### src/cgs_pkg.sv
// ----------------------------------------------------------------------------
// Coverage gap scanner package
// Widths, result kinds, transaction types and the back-end state encoding.
// ----------------------------------------------------------------------------
package cgs_pkg;

  localparam int POS_BITS   = 32;
  localparam int POS_W      = POS_BITS + 1;
  localparam int LAST_W     = POS_BITS + 2;
  localparam int TALLY_W    = 32;
  localparam int MIN_GAP_W  = 32;
  localparam int CMP_W      = (LAST_W > MIN_GAP_W) ? LAST_W : MIN_GAP_W;
  localparam int FIFO_DEPTH = 4;
  localparam int FIFO_AW    = $clog2(FIFO_DEPTH);
  localparam int FIFO_CW    = $clog2(FIFO_DEPTH + 1);
  localparam int DIV_CW     = $clog2(POS_W + 1);

  localparam logic [POS_W-1:0] POS_MAX = {1'b1, {POS_BITS{1'b0}}};

  localparam logic RK_GAP = 1'b0;
  localparam logic RK_SUM = 1'b1;

  typedef struct packed {
    logic covered;
    logic seq_end;
  } in_item_t;

  typedef struct packed {
    logic             result_kind;
    logic [POS_W-1:0] gap_start;
    logic [POS_W-1:0] gap_end;
    logic [POS_W-1:0] covered_count;
    logic [POS_W-1:0] seq_length;
    logic [POS_W-1:0] max_gap;
    logic [POS_W-1:0] avg_gap;
    logic             final_res;
  } out_item_t;

  typedef struct packed {
    logic               has_gap;
    logic               has_sum;
    logic [POS_W-1:0]   gap_start;
    logic [POS_W-1:0]   gap_end;
    logic [POS_W-1:0]   covered_count;
    logic [POS_W-1:0]   seq_length;
    logic [POS_W-1:0]   max_gap;
    logic [POS_W-1:0]   gap_sum;
    logic [TALLY_W-1:0] gap_tally;
  } fe_entry_t;

  typedef enum logic [1:0] {
    BK_IDLE,
    BK_GAP,
    BK_DIV,
    BK_SUM
  } bk_state_t;

endpackage

### src/coverage_gap_scanner_top.sv
// A gap interval passes through the queue, the back-end work register and the
// result register; a sequence summary also passes through the divider.
// Throughput: 1 input per cycle while the 4-entry queue has room; the back end
// takes one queued transaction at a time and runs the divider for each summary.
// Reset: rst is synchronous; state clears at once and min_gap returns to 1.
// ----------------------------------------------------------------------------
// Coverage gap scanner top level
// Front end, transaction queue and back end of the run-length gap detector.
// ----------------------------------------------------------------------------
module coverage_gap_scanner_top import cgs_pkg::*; (
  input  logic                 clk,
  input  logic                 rst,
  input  logic                 push,
  output logic                 full,
  input  in_item_t             item,
  output logic                 empty,
  input  logic                 pop,
  output out_item_t            result,
  input  logic                 min_gap_we,
  input  logic [MIN_GAP_W-1:0] min_gap
);

  fe_entry_t ent;
  fe_entry_t head;
  logic      ent_push;
  logic      fifo_full;
  logic      fifo_empty;
  logic      fifo_pop;

  cgs_front u_front (
    .clk        (clk),
    .rst        (rst),
    .push       (push),
    .item       (item),
    .full       (full),
    .min_gap_we (min_gap_we),
    .min_gap    (min_gap),
    .fifo_full  (fifo_full),
    .ent_push   (ent_push),
    .ent        (ent)
  );

  cgs_fifo u_fifo (
    .clk        (clk),
    .rst        (rst),
    .wr_en      (ent_push),
    .wr_data    (ent),
    .rd_en      (fifo_pop),
    .rd_data    (head),
    .fifo_full  (fifo_full),
    .fifo_empty (fifo_empty)
  );

  cgs_back u_back (
    .clk        (clk),
    .rst        (rst),
    .head       (head),
    .fifo_empty (fifo_empty),
    .fifo_pop   (fifo_pop),
    .empty      (empty),
    .pop        (pop),
    .result     (result)
  );

endmodule

### src/cgs_fifo.sv
// ----------------------------------------------------------------------------
// Coverage gap scanner queue
// Small register queue that decouples the scanning front end from the back end.
// ----------------------------------------------------------------------------
module cgs_fifo import cgs_pkg::*; (
  input  logic      clk,
  input  logic      rst,
  input  logic      wr_en,
  input  fe_entry_t wr_data,
  input  logic      rd_en,
  output fe_entry_t rd_data,
  output logic      fifo_full,
  output logic      fifo_empty
);

  fe_entry_t            store [FIFO_DEPTH];
  logic [FIFO_AW-1:0]   wr_ptr;
  logic [FIFO_AW-1:0]   rd_ptr;
  logic [FIFO_CW-1:0]   count;
  logic                 do_wr;
  logic                 do_rd;

  assign fifo_full  = (count == FIFO_CW'(FIFO_DEPTH));
  assign fifo_empty = (count == '0);
  assign do_wr      = wr_en && !fifo_full;
  assign do_rd      = rd_en && !fifo_empty;
  assign rd_data    = store[rd_ptr];

  always_ff @(posedge clk) begin
    if (rst) begin
      wr_ptr <= '0;
      rd_ptr <= '0;
      count  <= '0;
    end else begin
      if (do_wr) begin
        wr_ptr <= wr_ptr + FIFO_AW'(1);
      end
      if (do_rd) begin
        rd_ptr <= rd_ptr + FIFO_AW'(1);
      end
      if (do_wr && !do_rd) begin
        count <= count + FIFO_CW'(1);
      end else if (do_rd && !do_wr) begin
        count <= count - FIFO_CW'(1);
      end
    end
  end

  always_ff @(posedge clk) begin
    if (do_wr) begin
      store[wr_ptr] <= wr_data;
    end
  end

endmodule

### src/cgs_div.sv
// ----------------------------------------------------------------------------
// Coverage gap scanner divider
// Restoring divider that retires one quotient bit per cycle for the mean gap.
// ----------------------------------------------------------------------------
module cgs_div import cgs_pkg::*; (
  input  logic               clk,
  input  logic               rst,
  input  logic               start,
  input  logic [POS_W-1:0]   dividend,
  input  logic [TALLY_W-1:0] divisor,
  output logic               done,
  output logic [POS_W-1:0]   quotient
);

  logic [DIV_CW-1:0]  cnt;
  logic [POS_W-1:0]   quo;
  logic [TALLY_W-1:0] rem;
  logic [TALLY_W-1:0] dvs;
  logic [TALLY_W:0]   trial;
  logic [TALLY_W:0]   diff;
  logic               ge;
  logic [TALLY_W-1:0] rem_next;

  assign trial    = {rem, quo[POS_W-1]};
  assign ge       = (trial >= {1'b0, dvs});
  assign diff     = trial - {1'b0, dvs};
  assign rem_next = ge ? diff[TALLY_W-1:0] : trial[TALLY_W-1:0];
  assign quotient = quo;

  always_ff @(posedge clk) begin
    if (rst) begin
      cnt  <= '0;
      done <= 1'b0;
    end else if (start) begin
      cnt  <= DIV_CW'(POS_W);
      done <= 1'b0;
    end else if (cnt != '0) begin
      cnt  <= cnt - DIV_CW'(1);
      done <= (cnt == DIV_CW'(1));
    end else begin
      done <= 1'b0;
    end
  end

  always_ff @(posedge clk) begin
    if (start) begin
      quo <= dividend;
      rem <= '0;
      dvs <= divisor;
    end else if (cnt != '0) begin
      quo <= {quo[POS_W-2:0], ge};
      rem <= rem_next;
    end
  end

endmodule

### src/cgs_front.sv
// ----------------------------------------------------------------------------
// Coverage gap scanner front end
// Scans one coverage bit per cycle when not full, keeps the run statistics and
// queues the gap intervals and sequence summaries that each bit produces.
// ----------------------------------------------------------------------------
module cgs_front import cgs_pkg::*; (
  input  logic                 clk,
  input  logic                 rst,
  input  logic                 push,
  input  in_item_t             item,
  output logic                 full,
  input  logic                 min_gap_we,
  input  logic [MIN_GAP_W-1:0] min_gap,
  input  logic                 fifo_full,
  output logic                 ent_push,
  output fe_entry_t            ent
);

  logic [MIN_GAP_W-1:0] min_gap_r;
  logic [POS_W-1:0]     pos;
  logic [LAST_W-1:0]    start;
  logic [LAST_W-1:0]    run;
  logic [LAST_W-1:0]    span;
  logic [LAST_W-1:0]    span_p1;
  logic [POS_W-1:0]     cover_total;
  logic [POS_W-1:0]     longest;
  logic [POS_W-1:0]     gsum;
  logic [TALLY_W-1:0]   tally;

  logic [POS_W-1:0]     pos_next;
  logic [LAST_W-1:0]    start_next;
  logic [LAST_W-1:0]    run_next;
  logic [LAST_W-1:0]    span_next;
  logic [LAST_W-1:0]    span_p1_next;
  logic [POS_W-1:0]     cover_total_next;
  logic [POS_W-1:0]     longest_next;
  logic [POS_W-1:0]     gsum_next;
  logic [TALLY_W-1:0]   tally_next;

  logic                 acc;
  logic                 sat;
  logic                 check;
  logic                 note;
  logic                 emit;
  logic [LAST_W-1:0]    d_eff;
  logic [LAST_W-1:0]    g_eff;
  logic [POS_W-1:0]     gap_end;
  logic [LAST_W:0]      sum_wide;

  assign full = fifo_full;
  assign acc  = push && !fifo_full;
  assign sat  = pos[POS_W-1];

  always_comb begin
    pos_next = sat ? pos : pos + POS_W'(1);

    if (item.covered) begin
      d_eff   = span;
      g_eff   = run;
      gap_end = pos;
    end else begin
      d_eff   = sat ? span : span_p1;
      g_eff   = sat ? run : span;
      gap_end = pos_next;
    end

    check = item.covered || item.seq_end;
    note  = check && (|d_eff[LAST_W-1:1]);
    emit  = check && (CMP_W'(d_eff) > CMP_W'(min_gap_r));

    longest_next = longest;
    if (note && (g_eff > LAST_W'(longest))) begin
      longest_next = g_eff[POS_W-1:0];
    end

    sum_wide  = (LAST_W + 1)'(gsum) + (LAST_W + 1)'(g_eff);
    gsum_next = gsum;
    if (note) begin
      gsum_next = (sum_wide > (LAST_W + 1)'(POS_MAX)) ? POS_MAX : sum_wide[POS_W-1:0];
    end

    tally_next = (note && !(&tally)) ? tally + TALLY_W'(1) : tally;

    cover_total_next = (item.covered && !cover_total[POS_W-1]) ?
                       cover_total + POS_W'(1) : cover_total;

    if (item.covered) begin
      start_next   = LAST_W'(pos) + LAST_W'(1);
      run_next     = sat ? '1 : '0;
      span_next    = sat ? LAST_W'(0) : LAST_W'(1);
      span_p1_next = sat ? LAST_W'(1) : LAST_W'(2);
    end else begin
      start_next   = start;
      run_next     = sat ? run : run + LAST_W'(1);
      span_next    = sat ? span : span_p1;
      span_p1_next = sat ? span_p1 : span_p1 + LAST_W'(1);
    end
  end

  always_comb begin
    ent_push          = acc && (emit || item.seq_end);
    ent.has_gap       = emit;
    ent.has_sum       = item.seq_end;
    ent.gap_start     = start[POS_W-1:0];
    ent.gap_end       = gap_end;
    ent.covered_count = cover_total_next;
    ent.seq_length    = pos_next;
    ent.max_gap       = longest_next;
    ent.gap_sum       = gsum_next;
    ent.gap_tally     = tally_next;
  end

  always_ff @(posedge clk) begin
    if (rst) begin
      min_gap_r <= MIN_GAP_W'(1);
    end else if (min_gap_we) begin
      min_gap_r <= min_gap;
    end
  end

  always_ff @(posedge clk) begin
    if (rst || (acc && item.seq_end)) begin
      pos         <= '0;
      start       <= '0;
      run         <= '0;
      span        <= LAST_W'(1);
      span_p1     <= LAST_W'(2);
      cover_total <= '0;
      longest     <= '0;
      gsum        <= '0;
      tally       <= '0;
    end else if (acc) begin
      pos         <= pos_next;
      start       <= start_next;
      run         <= run_next;
      span        <= span_next;
      span_p1     <= span_p1_next;
      cover_total <= cover_total_next;
      longest     <= longest_next;
      gsum        <= gsum_next;
      tally       <= tally_next;
    end
  end

endmodule

### src/cgs_back.sv
// ----------------------------------------------------------------------------
// Coverage gap scanner back end
// Drains queued transactions, runs the mean-gap division and holds the
// result register that feeds the output queue interface.
// ----------------------------------------------------------------------------
module cgs_back import cgs_pkg::*; (
  input  logic      clk,
  input  logic      rst,
  input  fe_entry_t head,
  input  logic      fifo_empty,
  output logic      fifo_pop,
  output logic      empty,
  input  logic      pop,
  output out_item_t result
);

  bk_state_t        state;
  bk_state_t        state_next;
  fe_entry_t        work;
  out_item_t        res;
  logic             out_valid;
  logic             slot_free;
  logic             go;
  logic             div_start;
  logic             div_done;
  logic             load_gap;
  logic             load_sum;
  logic [POS_W-1:0] quotient;

  cgs_div u_div (
    .clk      (clk),
    .rst      (rst),
    .start    (div_start),
    .dividend (work.gap_sum),
    .divisor  (work.gap_tally),
    .done     (div_done),
    .quotient (quotient)
  );

  assign slot_free = !out_valid || pop;
  assign go        = !work.has_gap || slot_free;
  assign empty     = !out_valid;
  assign result    = res;

  always_comb begin
    state_next = state;
    unique case (state)
      BK_IDLE: begin
        if (!fifo_empty) begin
          state_next = BK_GAP;
        end
      end
      BK_GAP: begin
        if (go) begin
          state_next = work.has_sum ? BK_DIV : BK_IDLE;
        end
      end
      BK_DIV: begin
        if (div_done) begin
          state_next = BK_SUM;
        end
      end
      BK_SUM: begin
        if (slot_free) begin
          state_next = BK_IDLE;
        end
      end
      default: state_next = BK_IDLE;
    endcase
  end

  always_comb begin
    fifo_pop  = 1'b0;
    div_start = 1'b0;
    load_gap  = 1'b0;
    load_sum  = 1'b0;
    unique case (state)
      BK_IDLE: fifo_pop = !fifo_empty;
      BK_GAP: begin
        load_gap  = go && work.has_gap;
        div_start = go && work.has_sum;
      end
      BK_DIV: ;
      BK_SUM: load_sum = slot_free;
      default: ;
    endcase
  end

  always_ff @(posedge clk) begin
    if (rst) begin
      state     <= BK_IDLE;
      out_valid <= 1'b0;
    end else begin
      state <= state_next;
      if (load_gap || load_sum) begin
        out_valid <= 1'b1;
      end else if (pop) begin
        out_valid <= 1'b0;
      end
    end
  end

  always_ff @(posedge clk) begin
    if (fifo_pop) begin
      work <= head;
    end
    if (load_gap) begin
      res.result_kind   <= RK_GAP;
      res.gap_start     <= work.gap_start;
      res.gap_end       <= work.gap_end;
      res.covered_count <= '0;
      res.seq_length    <= '0;
      res.max_gap       <= '0;
      res.avg_gap       <= '0;
      res.final_res     <= !work.has_sum;
    end else if (load_sum) begin
      res.result_kind   <= RK_SUM;
      res.gap_start     <= '0;
      res.gap_end       <= '0;
      res.covered_count <= work.covered_count;
      res.seq_length    <= work.seq_length;
      res.max_gap       <= work.max_gap;
      res.avg_gap       <= (work.gap_tally == '0) ? '0 : quotient;
      res.final_res     <= 1'b1;
    end
  end

endmodule

### config.mk
export PLATFORM = sky130hd
export DESIGN_NAME = coverage_gap_scanner_top
export DESIGN_NICKNAME = d
export VERILOG_FILES = /design/src/cgs_pkg.sv /design/src/coverage_gap_scanner_top.sv /design/src/cgs_fifo.sv /design/src/cgs_div.sv /design/src/cgs_front.sv /design/src/cgs_back.sv
export SDC_FILE = /design/constraint.sdc
export NUM_CORES = 2
export LEC_CHECK = 0
export ABC_AREA = 1
export BUFFER_PORTS_ARGS = -buffer_cell sky130_fd_sc_hd__buf_2
export CAP_MARGIN = 20
export CORE_MARGIN = 10
export CORE_UTILIZATION = 60
export DETAILED_ROUTE_END_ITERATION = 6
export GPL_ROUTABILITY_DRIVEN = 1
export PLACE_DENSITY = 0.77
export RECOVER_POWER = 25
export SETUP_SLACK_MARGIN = 0.3
export SYNTH_ARGS = -nofsm -noshare
export SYNTH_HDL_FRONTEND = slang
export SYNTH_SLANG_ARGS = --single-unit
### constraint.sdc
create_clock -name clk -period 21 [get_ports clk]
set_clock_uncertainty 0.2 [all_clocks]
set_input_delay 2.1 -clock clk [delete_from_list [all_inputs] [get_ports clk]]
set_output_delay 2.1 -clock clk [all_outputs]
set_load 0.01 [all_outputs]
==> results.ini <==
[layout]
finalCoreUtilization_pct=66.6
num-fill-cells=9523
final_layout_size_suffix_gt1_share_pct=7.25
nNetsFinal=7990
flow.area_growth_from_synthesis_pct=10.5
inserted_diodes=0

[die]
initial_utilization_pct=60.3
core_region_area_um2=128000
height_of_the_die_um=378
pin_count=241
die_x_um=378
floorplan.die_area_um2=143000
floorplan.rows=131

[synthesis]
ys_dominant_reg_cell=edfxtp_1
synth_cell_types=63
synth_seq_cells=1805
post_synth.cell_area_avg_um2=9.98
synth_area_um2=76900
postSynth.asyncResetShare_pct=0
yosysWarningCount=0
postSynthCellCount=7704
synth-seq-area-share_pct=63.8
postSynthNetCount=7890
number_of_enable_type_register_cells_in_the_synthesized_netlist=1292

[sta]
setup_repair_after_global_routing_missed_its_margin=no
highest_clock_frequency_the_design_can_meet_ghz=0.0857
hold_ws_ns=0.220
tightestPinTransition_ns=8.05
max_slew_margin_pct=-436
finalSetupTns_ns=0
timing.final.crit_share_pct=55.6
finalMaxSlewViolations=747
final_period_demand_of_the_worst_path_ns=11.67
hold_viol_final=0
final-setup-viol-count=0

[routing]
detail_route.iter0.violations=6191
detail_route.drc_violations=0
drt-vias-per-instance=5.81
postRouteWirelength_mm=194
drt_first_pass_iters=7
via_count=55900
drt.antenna.violating_nets=0
wl_per_cell_um=20.1

[clock_tree]
cts_setup_buffers=0
tritoncts_num_sinks=1805
postCtsResizedCells=0
clock-root-buffer=clkbuf_16
htree_levels=4
cts.path.max_buffers=3
tritoncts_clock_tree=done
worst_setup_hold_path_clk_slew_ns=0.07
numCtsBuffers=173
number_of_hold_buffers_added_after_cts=0
clk-insertion-delay-late_ns=0.83

[hold_path]
worstHoldPathType=register to register

[setup_path]
path_cells=buf_2 -> clkbuf_1 -> inv_1 -> nand2_1 -> o21ai_0 -> ha_1 -> nand2_1 -> nor2_1 -> nand4_1 -> nor3_1 -> nand4_1 -> nand3_1 -> nand2_1 -> inv_1 -> nand2_1 -> nand2_1 -> inv_1 -> nor2_4 -> buf_4 -> buf_4 -> buf_4
cpMostUsedCell=nand2_1
critical-path-top-delay-family=buffers and inverters
worst-endpoint-required_ns=21.22
worstPathArrival_ns=11.88
critPathSlowestCell=nand2_1
worst_path_largest_cell_delay_ns=2.10
critical_path_fanouts_max=76
cp-end-kind=register
critical_path_buf_inv_count=8
startpoint_type=input port
worstSetupPathType=input port to register

[pwr]
cellLeakagePower_nw=33.8
irDropWorstVdd_mv=0.162
power-per-cell-area_nw_per_um2=129

[run_status]
run_status=complete, but fails checks
violated_checks=max-capacitance violations, max-slew violations

[grt]
first_global_vias=53100
grt_start_max_net_pins=145
grt_pass1_wl_mm=299
grt_antenna_before_repair=3
globalRouteOverflowTotal=0
track_usage_pct=26.5

[placed_design]
portbufs=240
place_congestion=0.933
dp_hpwl_mm=124

[flow_run]
drv_cap=11

Yosys cell counts, types with 71 or more instances:
| cell | count | area share (%) |
|---|---|---|
| o21ai_0 | 879 | 5.7 |
| o22ai_1 | 232 | 1.9 |
| dfxtp_1 | 513 | 13 |
| nand3_1 | 296 | 1.9 |
| edfxtp_1 | 1292 | 50 |
| xor2_1 | 131 | 1.5 |
| o21ai_1 | 71 | 0.46 |
| nand2_1 | 1323 | 6.5 |
| ha_1 | 144 | 2.3 |
| inv_1 | 752 | 3.7 |
| clkbuf_1 | 308 | 1.5 |
| nor2_1 | 1023 | 5.0 |
| a21oi_1 | 315 | 2.0 |
area by class of cell:
type	count	area (um^2)	area share (%)
tap	1662	2080	2.45
inverter	767	2900	3.41
multi-input combinational	4752	23500	27.6
timing repair buffer	305	1650	1.94
sequential	1805	49100	57.7
clock inverter	74	776	0.913
clock buffer	254	5040	5.93
stage by stage:
step / cells / setup slack [ns] / power, mW / cell area (um^2)
after floorplan: 7704 / 2.20 / 7.04 / 76900
after global placement: 9287 / 11.66 / 7.73 / 79300
after detailed placement: 9288 / 11.52 / 7.83 / 79300
after CTS: 9616 / 12.37 / 11.0 / 85100
after global routing: 9619 / 8.49 / 11.6 / 85000
final: 9619 / 9.33 / 11.0 / 85000
where the power goes:
group / switching [mW] / internal, mW / total, mW
clock network: 1.35 / 1.78 / 3.13
registers: 0.311 / 4.77 / 5.08
logic: 2.00 / 0.767 / 2.77
total: 3.66 / 7.32 / 11.0
cell usage in the layout, fill, tap and decap left out, types with 72 or more instances in the layout:
master,Yosys,final
nand2_1,1323,1322
edfxtp_1,1292,1292
nor2_1,1023,1019
o21ai_0,879,880
inv_1,752,753
dfxtp_1,513,512
a21oi_1,315,315
nand3_1,296,296
o22ai_1,232,232
buf_2,22,202
clkbuf_16,0,177
ha_1,144,144
xor2_1,131,131
clkbuf_1,308,93
nor3_1,70,72
final timing paths:
path         slack (ns)                  end       startpoint  depth (start not counted)
max                9.33  u_fifo.store[3][67]          item[1]                         21
min                0.22    u_back.result[40]  u_back.work[71]                          2
max reg2reg       10.07      u_back.work[79]  u_fifo.count[2]                          5
min reg2reg        0.22    u_back.result[40]  u_back.work[71]                          2
layer usage:
| layer | GRT usage (%) | share of wire [%] | up-vias |
|---|---|---|---|
| met5 | 0 | 0.016 | - |
| met1 | 36.5 | 42 | 26700 |
| met4 | 8.62 | 3.1 | 4 |
| li1 | - | - | 26500 |
| met2 | 43.0 | 47 | 2359 |
| met3 | 4.18 | 8.1 | 359 |
sequential cells by signal, summed over array words and instances (netlist names), 33 cells and up, named ones only:
signal                 flops
u_fifo.store             928
u_back.work              232
u_back.result            200
u_front.run               34
u_front.span              34
u_front.span_p1           34
u_back.u_div.quotient     33
u_front.cover_total       33
u_front.gsum              33
u_front.longest           33
u_front.pos               33
u_front.start             33
cell families after synthesis:
group | Yosys count | share of synthesized area, %
simple gates | 2847 | 15.0
flops | 1805 | 63.8
compound gates | 1611 | 11.3
buf+inv | 1147 | 5.76
xor+xnor | 147 | 1.67
fa+ha+maj | 147 | 2.42
worst reg2reg max path, stage by stage (launching register included):
cell	delay, ns
dfxtp_1	0.38
nor3_1	0.09
clkbuf_1	0.26
nor3_1	0.29
clkbuf_1	5.61
clkbuf_1	3.49
Note: power is estimated with default switching activity, not from simulation.
